### config.mk
export PLATFORM = sky130hd
export DESIGN_NAME = nlej_cell
export DESIGN_NICKNAME = d
export VERILOG_FILES = /design/src/rtl/nlej_pkg.sv /design/src/rtl/nlej_cell.sv
export SDC_FILE = /design/constraint.sdc
export NUM_CORES = 1
export LEC_CHECK = 0
export ABC_AREA = 0
export BUFFER_PORTS_ARGS = -buffer_cell sky130_fd_sc_hd__buf_2
export CELL_PAD_IN_SITES_DETAIL_PLACEMENT = 2
export CELL_PAD_IN_SITES_GLOBAL_PLACEMENT = 2
export CORE_MARGIN = 4
export CORE_UTILIZATION = 29
export DETAILED_ROUTE_END_ITERATION = 7
export GPL_TIMING_DRIVEN = 0
export PLACE_DENSITY = 0.8
export SETUP_SLACK_MARGIN = 0.1
export SKIP_LAST_GASP = 1
export SYNTH_ARGS = -nofsm -noshare
export SYNTH_HDL_FRONTEND = slang
export SYNTH_SLANG_ARGS = --single-unit
### constraint.sdc
create_clock -name clk -period 2.8 [get_ports clk]
set_input_delay 0.42 -clock clk [delete_from_list [all_inputs] [get_ports clk]]
set_output_delay 0.42 -clock clk [all_outputs]
set_load 0.03 [all_outputs]
### src/rtl/nlej_pkg.sv
// Shared types and constants for the nested-loop equi-join block.
// No dependencies; used by nlej_cell and nested_loop_equi_join.
package nlej_pkg;

  localparam int RIGHT_DEPTH = 64;
  localparam int KEY_W       = 31;
  localparam int VAL_W       = 32;
  localparam int CNT_W       = $clog2(RIGHT_DEPTH + 1);

  localparam logic [1:0] MODE_CLEAR = 2'd0;
  localparam logic [1:0] MODE_LOAD  = 2'd1;
  localparam logic [1:0] MODE_PROBE = 2'd2;

  typedef enum logic [1:0] {
    ST_IDLE,
    ST_SCAN,
    ST_FLUSH
  } state_t;

  // probe token travelling down the cell row
  typedef struct packed {
    logic             valid;
    logic [VAL_W-1:0] value;
  } tok_t;

  // match report of one cell, zero when no match
  typedef struct packed {
    logic             hit;
    logic [KEY_W-1:0] key;
    logic [VAL_W-1:0] value;
  } hit_t;

endpackage

### src/rtl/nlej_cell.sv
// One compare cell: holds a stored right tuple and one probe token slot.
// Depends on nlej_pkg.
module nlej_cell (
  input  logic                     clk,
  input  logic                     rst_n,
  input  logic                     live,
  input  logic                     wr_en,
  input  logic [nlej_pkg::KEY_W-1:0] wr_key,
  input  logic [nlej_pkg::VAL_W-1:0] wr_value,
  input  nlej_pkg::tok_t           tok_in,
  output nlej_pkg::tok_t           tok_out,
  output nlej_pkg::hit_t           hit
);

  logic [nlej_pkg::KEY_W-1:0] key_r;
  logic [nlej_pkg::VAL_W-1:0] value_r;
  logic                       tok_valid_r;
  logic [nlej_pkg::VAL_W-1:0] tok_value_r;
  logic                       match;

  always_ff @(posedge clk) begin
    if (wr_en) begin
      key_r   <= wr_key;
      value_r <= wr_value;
    end
  end

  always_ff @(posedge clk) begin
    if (!rst_n) begin
      tok_valid_r <= 1'b0;
    end else begin
      tok_valid_r <= tok_in.valid;
    end
  end

  always_ff @(posedge clk) begin
    tok_value_r <= tok_in.value;
  end

  assign match = tok_valid_r && live && (tok_value_r == value_r);

  // drop the token past the last filled cell
  assign tok_out.valid = tok_valid_r && live;
  assign tok_out.value = tok_value_r;

  assign hit.hit   = match;
  assign hit.key   = match ? key_r : '0;
  assign hit.value = match ? value_r : '0;

endmodule

==> results.py, run 1 <==
metrics = {
    "critical_path": {
        "cp_data_required_time_ps": 2380,
        "cp.arrival_ps": 2530,
        "start_kind": "flop",
        "cpMaxStageDelayCell": "or4_4",
        "critical_path_class": "flop to primary output",
        "critPathMaxFanout": 10,
        "end_kind": "primary output",
        "crit_chain": "xnor2_1, nand4_1, or4_4, buf_12, buf_6, nor4_4, buf_4",
        "cpPeakStageDelay_ps": 570,
    },
    "timing": {
        "fin_worst_hold_slack_ps": 170.5,
        "final-hold-violation-count": 0,
        "final-max-slew-violation-count": 0,
        "rsz0062_at_grt": "true",
        "fmax_mhz": 338.4,
        "min_period_ps": 2955,
        "slew_headroom": 0.4584,
        "setup_slack_ps": -154.8,
        "tns_ps": -6625,
        "period_share": 1.055,
        "setup_violations": 63,
        "tightest_slew_ps": 812.4,
    },
    "placement": {
        "postPlaceCellArea_sq_um": 5294,
        "place.gp.congestion": 0.7520,
        "dp_hpwl_mm": 9.907,
        "port-buffer-count": 196,
        "dpl.cell_count": 667,
    },
    "cts": {
        "clock-sinks": 96,
        "cts_root_buf": "clkbuf_16",
        "cts_buffer_depth": 2,
        "htreeDepth": 3,
        "clk_transition_reported_paths_ps": 70,
        "cts_hold_buffers": 0,
        "cts_tree": "built",
        "cts_inserted_buffers": 9,
    },
    "synth": {
        "ys_ff_latch": 96,
        "synth_area_leader_cell": "edfxtp_1",
        "synth.top_cell.area_share": 0.4651,
        "netlist_area_sq_um": 4068,
        "ys.flop_type": "edfxtp_1",
        "synthArstFlopShare": 0,
        "synth_nets": 390,
        "synth_common_cells": "inv_1, edfxtp_1, nor4_2",
        "syn_area_per_cell_sq_um": 14.03,
        "synth_edf_count": 63,
        "synth_most_common_cell": "inv_1",
        "ys_warn_count": 0,
        "synth_area_leaders": "edfxtp_1, nor4_2, dfxtp_1, inv_1, xor2_1",
        "postSynthCellCount": 290,
        "ys_types": 21,
        "yosysSeqAreaShare": 0.6275,
    },
    "drt": {
        "ant_nets": 0,
        "wl_per_cell_um": 19.40,
        "drc": 0,
        "routed_wl_mm": 13.47,
        "first_iter_violations": 67,
        "vias_per_cell": 4.398,
        "drtPass1Iterations": 4,
        "vias": 3052,
    },
    "status": {
        "outcome": "finished, violations left",
        "failed_checks": "negative setup slack",
    },
    "die": {
        "die_x_um": 126.4,
        "fp.coreArea_sq_um": 13830,
        "pin_count": 197,
        "initial_core_util": 0.2942,
        "fp.dieArea_sq_um": 15990,
        "fp-row-count": 43,
        "die_y_um": 126.4,
    },
    "hold_path": {
        "holdPathEnd": "tok_value_r[23]",
        "min_from": "tok_in[23]",
        "min_path_type": "input port to flop",
        "min_delay_path_depth": 1,
    },
    "cells_and_area": {
        "layout-drive-gt1-share": 0.6089,
        "final-seq-area_sq_um": 2552,
        "multi_input_area_sq_um": 1593,
        "diodes": 0,
        "final_cells": 694,
        "nets": 609,
        "stdcell_area_sq_um": 6482,
        "area_growth_pct": 59.37,
        "post-route-util": 0.4688,
        "n_fill_cell": 1364,
    },
    "global_route": {
        "antenna_found_initial": 1,
        "grt_max_degree": 34,
        "overflow": 0,
        "grt_pass1_vias": 3435,
        "grt_use_total": 0.1626,
        "grt_pass1_wl_mm": 19.70,
    },
    "flow_run": {
        "maxCapViolCount": 0,
    },
    "power": {
        "ir_drop_v": 0.0003266,
        "p_leak_nw": 2.966,
        "p_per_area_nw_per_um2": 515.9,
    },
}
[kinds of logic (layout without fill, tap and decap cells)]
group                     after synthesis  in the layout  share of synthesized area
buffers and inverters                  84            308                    0.09228
AOI/OAI and AO/OA                       3              3                   0.006461
and+or+nand+nor                        79             79                     0.2135
DFF                                    96             96                     0.6275
xor gates and xnor gates               28             28                    0.06029
[placed cells by master, fill, tap and decap left out, types with 3 or more instances in the layout]
cell type,Yosys,routed
buf_4,2,47
buf_12,0,3
xor2_1,20,20
clkbuf_16,0,11
nor4_4,1,45
nand2b_1,3,3
xnor2_1,8,6
buf_2,6,143
buf_6,6,33
nor4_2,58,20
inv_1,64,64
edfxtp_1,63,63
nand4_1,3,3
dfxtp_1,33,33
[how the worst max path moves through the flow]
stage	from	end	slack (ps)	cells past startpoint
after floorplan	live	hit[31]	-50	5
after global placement	value_r[15]	hit[2]	-410	6
after detailed placement	value_r[15]	hit[63]	-380	7
after CTS	value_r[21]	hit[56]	-80	7
after global routing	value_r[22]	hit[12]	-280	7
final	value_r[22]	hit[54]	-150	7
[layer usage]
| layer | global-route usage | share of wire | vias up |
|---|---|---|---|
| met5 | 0 | 0.00097 | - |
| met4 | 0.05931 | 0.013 | 2 |
| met3 | 0.04842 | 0.067 | 14 |
| met2 | 0.2970 | 0.55 | 116 |
| met1 | 0.1775 | 0.37 | 1467 |
| li1 | - | - | 1453 |
[sequential cells by signal, summed over array words and instances, names as in the netlist]
name and flops:
tok_value_r 32, value_r 32, key_r 31, tok_valid_r 1
[worst max-delay path: cells and delay by family, from the launching register on]
| kind | cells | cell delay [ps] |
|---|---|---|
| and+or+nand+nor | 3 | 980 |
| buffers and inverters | 3 | 550 |
| DFF | 1 | 410 |
| xor gates and xnor gates | 1 | 230 |
[layout make-up]
| type | instances | area share |
|---|---|---|
| plain buffers | 20 | 0.02625 |
| clock buffers | 11 | 0.03918 |
| clock inverters | 5 | 0.01197 |
| inverters | 64 | 0.03706 |
| multi-input cells | 110 | 0.2457 |
| flip-flops and latches | 96 | 0.3937 |
| well taps | 180 | 0.03474 |
| repair buffers | 208 | 0.2113 |
[report_power, final]
part           internal, W  switching [W]
Sequential         0.00162      0.0000578
Clock             0.000834       0.000524
Combinational     0.000117       0.000193
[metrics by stage]
| stage | power [W] | worst slack, ps |
|---|---|---|
| CTS | 0.003369 | -78.35 |
| global route | 0.003497 | -276.2 |
| global placement | 0.001960 | -414.2 |
| floorplan | 0.001822 | -52.93 |
| detailed placement | 0.001984 | -382.3 |
| finish | 0.003344 | -154.8 |
[timing repair]
item,CTS,global route
endpoints found under the setup margin,64,64
setup buffers,6,4
hold endpoints to repair,0,0
pin swaps,5,9
resized for setup,93,75
gates cloned,0,1
(Power assumes the default switching activity.)
==> run 2: changes to the inputs <==
- CORE_UTILIZATION: 29 -> 26
- PLACE_DENSITY: 0.8 -> 0.76
- clock period: 2.8 -> 2.5 ns (I/O delays scaled with it)
==> run 2 against run 1 <==
  * Hold slack got worse by 41 ps
  * Routed wire length grew 2.8%
  * Die area is 11% higher
  * Setup slack lost 150 ps
  * Largest power group unchanged
  * Via count up 2.0%
  * The run still ends with negative setup slack left
  * Core utilization down 2.4 points
  * First-iteration DRC count up 19%
  * Non-clock buffer count rose by 2
  * Flip-flop and latch count is the same
  * Final cell count increased by 4.8%
  * Sequential share of layout area is 1.8 points lower
  * Global-route usage shrank 0.60 points
  * Critical path type unchanged
==> results.py, run 2 (synthesis results as in run 1) <==
metrics = {
    "status": {
        "outcome": "finished, violations left",
        "failed_checks": "negative setup slack",
    },
    "power": {
        "ir_drop_v": 0.0002711,
        "power_w": 0.003641,
        "p_per_area_nw_per_um2": 536.4,
        "p_leak_nw": 3.143,
    },
    "cts": {
        "cts_buffer_depth": 2,
        "clk_transition_reported_paths_ps": 70,
        "clock-sinks": 96,
        "htreeDepth": 3,
        "cts_tree": "built",
        "cts_root_buf": "clkbuf_16",
        "cts_inserted_buffers": 9,
    },
    "drt": {
        "first_iter_violations": 80,
        "routed_wl_mm": 13.84,
        "vias_per_cell": 4.283,
        "wl_per_cell_um": 19.03,
        "drc": 0,
        "vias": 3114,
        "ant_nets": 0,
        "drtPass1Iterations": 4,
    },
    "timing": {
        "slew_headroom": 0.4327,
        "min_period_ps": 2810,
        "final-hold-violation-count": 0,
        "tns_ps": -15640,
        "tightest_slew_ps": 851.0,
        "period_share": 1.124,
        "setup_slack_ps": -309.6,
        "fmax_mhz": 355.9,
        "rsz0062_at_grt": "true",
        "setup_violations": 64,
        "final-max-slew-violation-count": 0,
    },
    "die": {
        "die_x_um": 133.1,
        "fp.dieArea_sq_um": 17710,
        "fp-row-count": 45,
        "die_y_um": 133.1,
        "initial_core_util": 0.2666,
        "pin_count": 197,
        "fp.coreArea_sq_um": 15260,
    },
    "critical_path": {
        "end_kind": "primary output",
        "cp_data_required_time_ps": 2120,
        "cp-endpoint": "hit[53]",
        "startpoint": "value_r[21]",
        "start_kind": "flop",
        "critical_path_class": "flop to primary output",
        "critPathMaxFanout": 10,
        "cp.arrival_ps": 2430,
    },
    "hold_path": {
        "min_path_type": "input port to flop",
        "min_delay_path_depth": 1,
    },
    "global_route": {
        "grt_use_total": 0.1566,
        "antenna_found_initial": 0,
        "grt_max_degree": 64,
        "grt_pass1_vias": 3590,
        "overflow": 0,
        "grt_pass1_wl_mm": 21.09,
    },
    "cells_and_area": {
        "post-route-util": 0.4448,
        "nets": 611,
        "top_regs": "tok_value_r x32, value_r x32, key_r x31",
        "mostFrequentLayoutCells": "buf_2, inv_1, nor4_4",
        "stdcell_area_sq_um": 6787,
        "diodes": 0,
        "area_growth_pct": 66.84,
        "layout-drive-gt1-share": 0.6066,
        "layout_commonest_cell": "buf_2",
    },
    "placement": {
        "postPlaceCellArea_sq_um": 5853,
        "place.gp.congestion": 0.7126,
        "dp_hpwl_mm": 10.54,
        "port-buffer-count": 196,
    },
    "flow_run": {
        "maxCapViolCount": 0,
    },
}
run 2: changes by cell type in the layout (fill, tap and decap cells not counted), sizes merged:
cell    before  now
buf        227  229
bufinv       2    1
clkbuf      12   13
clkinv       2    1
inv         64   65
run 2: critical path, cell delays in order (launching register included):
cell and delay, ps:
edfxtp_1 440, xnor2_2 170, o2111ai_1 120, or4_4 560, buf_12 170, buf_6 170
nor4_4 250, buf_4 210
run 2: per-layer routing:
layer / routed length (um) / global-route usage
met1: 4992 / 0.1633
met2: 7709 / 0.3005
met3: 969 / 0.04487
met5: 0 / 0
met4: 166 / 0.04850
run 2: report_power, final:
part           switching (W)  internal (W)  total, W
Combinational       0.000222      0.000124  0.000347
Clock               0.000584      0.000833   0.00142
Sequential         0.0000646       0.00181   0.00188
Total               0.000870       0.00277   0.00364
run 2: per-stage QoR:
step                hold WS, ps  worst slack (ps)  std cells
finish                    129.4            -309.6        727
detailed placement        479.5            -837.7        697
global route              111.4            -374.1        727
floorplan                 402.7             49.57        290
CTS                       110.3            -368.2        721
global placement          476.7            -841.5        697
run 2: area by class of cell:
type / instances / area [sq um]
Fill cell: 1509 / 8472
Sequential cell: 96 / 2552
Multi-Input combinational cell: 110 / 1747
Timing Repair Buffer: 210 / 1463
Tap cell: 211 / 264.0
Clock buffer: 12 / 256.5
Inverter: 64 / 240.2
Buffer: 20 / 212.7
Clock inverter: 4 / 51.30
run 2: worst min-delay path by stage:
stage | startpoint | end | slack [ps]
3_3_place_gp | tok_in[13] | tok_value_r[13] | 480
6_report | tok_in[29] | tok_value_r[29] | 130
4_1_cts | tok_in[29] | tok_value_r[29] | 110
3_5_place_dp | tok_in[19] | tok_value_r[19] | 480
5_1_grt | tok_in[27] | tok_value_r[27] | 110
2_1_floorplan | tok_in[0] | tok_value_r[0] | 400
run 2: timing repair:
item | in CTS | in global routing
pin swaps | 8 | 9
hold buffers | 0 | 0
cloned | 0 | 1
gates resized for setup | 130 | 25
setup buffers | 9 | 6
endpoints found under the setup margin | 64 | 64
==> run 3: changes to the inputs <==
- PLACE_DENSITY: 0.76 -> unset
- PLACE_DENSITY_LB_ADDON: unset -> 0.1
==> run 3 against run 2 <==
  * The flow still finishes with violations (negative setup slack)
  * Setup slack better by 27 ps
  * Maximum frequency up 0.96%
  * Critical path type unchanged
  * Largest cell class unchanged
  * Sequential power about the same
  * Final cell count unchanged
  * Combinational power down 2%
==> results.py, run 3 (synthesis results as in run 1) <==
metrics = {
    "global_route": {
        "grt_pass1_wl_mm": 20.04,
        "overflow": 0,
        "met2_usage": 0.2712,
        "use_met1": 0.1578,
        "gr-usage-met3": 0.06122,
        "grt_pass1_vias": 3645,
        "antenna_found_initial": 0,
        "grt_use_total": 0.1485,
        "busiest_layer": "met2",
        "grt_max_degree": 64,
    },
    "cells_and_area": {
        "nets": 611,
        "area_growth_pct": 68.96,
        "top_regs": "tok_value_r x32, value_r x32, key_r x31",
        "mostFrequentLayoutCells": "buf_2, inv_1, edfxtp_1",
        "layout-drive-gt1-share": 0.6027,
        "stdcell_area_sq_um": 6873,
        "layout_commonest_cell": "buf_2",
        "diodes": 0,
    },
    "die": {
        "fp-row-count": 45,
        "initial_core_util": 0.2666,
        "fp.dieArea_sq_um": 17710,
        "die_y_um": 133.1,
        "pin_count": 197,
        "fp.coreArea_sq_um": 15260,
        "die_x_um": 133.1,
    },
    "drt": {
        "drtPass1Iterations": 4,
        "wl_per_cell_um": 17.70,
        "first_iter_violations": 82,
        "drc": 0,
        "ant_nets": 0,
        "vias_per_cell": 4.237,
        "routed_wl_mm": 12.87,
        "vias": 3080,
    },
    "hold_path": {
        "min_delay_path_depth": 1,
        "min_path_type": "input port to flop",
        "min_from": "tok_in[9]",
        "holdPathEnd": "tok_value_r[9]",
    },
    "critical_path": {
        "startpoint": "value_r[21]",
        "cp_data_required_time_ps": 2120,
        "cpPeakStageDelay_ps": 560,
        "critPathMaxFanout": 10,
        "end_kind": "primary output",
        "start_kind": "flop",
        "critical_path_class": "flop to primary output",
        "crit_buf_inv": 3,
        "crit_family": "simple AND/OR/NAND/NOR gates",
        "cpMaxStageDelayCell": "or4_4",
        "cp.arrival_ps": 2410,
        "cpMostUsedCell": "buf_12",
        "crit_chain": "xnor2_2, o2111ai_1, or4_4, buf_12, buf_12, nor4_4, buf_6",
    },
    "timing": {
        "period_share": 1.113,
        "final-max-slew-violation-count": 0,
        "final-hold-violation-count": 0,
        "setup_violations": 64,
        "min_period_ps": 2783,
        "setup_slack_ps": -283.0,
        "tightest_slew_ps": 869.3,
        "slew_headroom": 0.4205,
        "fmax_mhz": 359.3,
        "fin_worst_hold_slack_ps": 122.8,
        "rsz0062_at_grt": "true",
    },
    "flow_run": {
        "maxCapViolCount": 0,
    },
    "placement": {
        "place.gp.congestion": 0.6969,
        "postPlaceCellArea_sq_um": 5856,
        "port-buffer-count": 196,
        "dp_hpwl_mm": 9.582,
    },
    "status": {
        "outcome": "finished, violations left",
        "failed_checks": "negative setup slack",
    },
    "cts": {
        "cts_tree": "built",
        "htreeDepth": 3,
        "cts_buffer_depth": 2,
        "cts_inserted_buffers": 9,
        "clock-sinks": 96,
        "cts_root_buf": "clkbuf_16",
        "clk_transition_reported_paths_ps": 70,
    },
    "power": {
        "p_per_area_nw_per_um2": 528.4,
        "p_leak_nw": 3.197,
        "ir_drop_v": 0.0002880,
    },
}
==> run 3: layout make-up <==
type	instances	area, sq um
plain buffers	20	294.0
clock buffers	13	261.5
clock inverters	3	40.04
fillers	1508	8386
inverters	64	240.2
multi-input cells	110	1728
flip-flops and latches	96	2552
well taps	211	264.0
repair buffers	210	1493
==> run 3: how the worst max path moves through the flow <==
stage	endpoint	slack, ps	cells past startpoint
floorplan	hit[31]	50	5
global placement	hit[63]	-780	7
detailed placement	hit[63]	-850	7
CTS	hit[4]	-350	7
global route	hit[16]	-380	7
finish	hit[4]	-280	7
==> run 3: power by group <==
group / switching [W] / total [W] / internal, W
clock network: 0.000586 / 0.00142 / 0.000835
registers: 0.0000598 / 0.00187 / 0.00181
logic: 0.000212 / 0.000339 / 0.000126
==> run 3: metal layers <==
layer	part of all wire	routed length [um]
met3	0.073	941
met4	0.0098	126
met5	0	0
met2	0.54	6999
met1	0.37	4802
==> run 3: repair_timing <==
| item | CTS | global route |
|---|---|---|
| setup endpoints to repair | 64 | 64 |
| pin swaps | 14 | 19 |
| hold buffers | 0 | 0 |
| setup buffers | 8 | 3 |
| resized for setup | 141 | 24 |
| cloned | 3 | 0 |
| hold endpoints to repair | 0 | 0 |
==> run 3: metrics by stage <==
stage	std cells	power, W	setup TNS [ps]	setup slack [ps]	util
5_1_grt	727	0.003792	-20670	-377.6	0.4504
4_1_cts	724	0.003690	-18140	-346.7	0.4433
3_3_place_gp	697	0.002227	-44490	-784.8	0.3836
6_report	727	0.003632	-13010	-283.0	0.4504
3_5_place_dp	697	0.002241	-49320	-853.7	0.3838
2_1_floorplan	290	0.002072	0	49.57	-
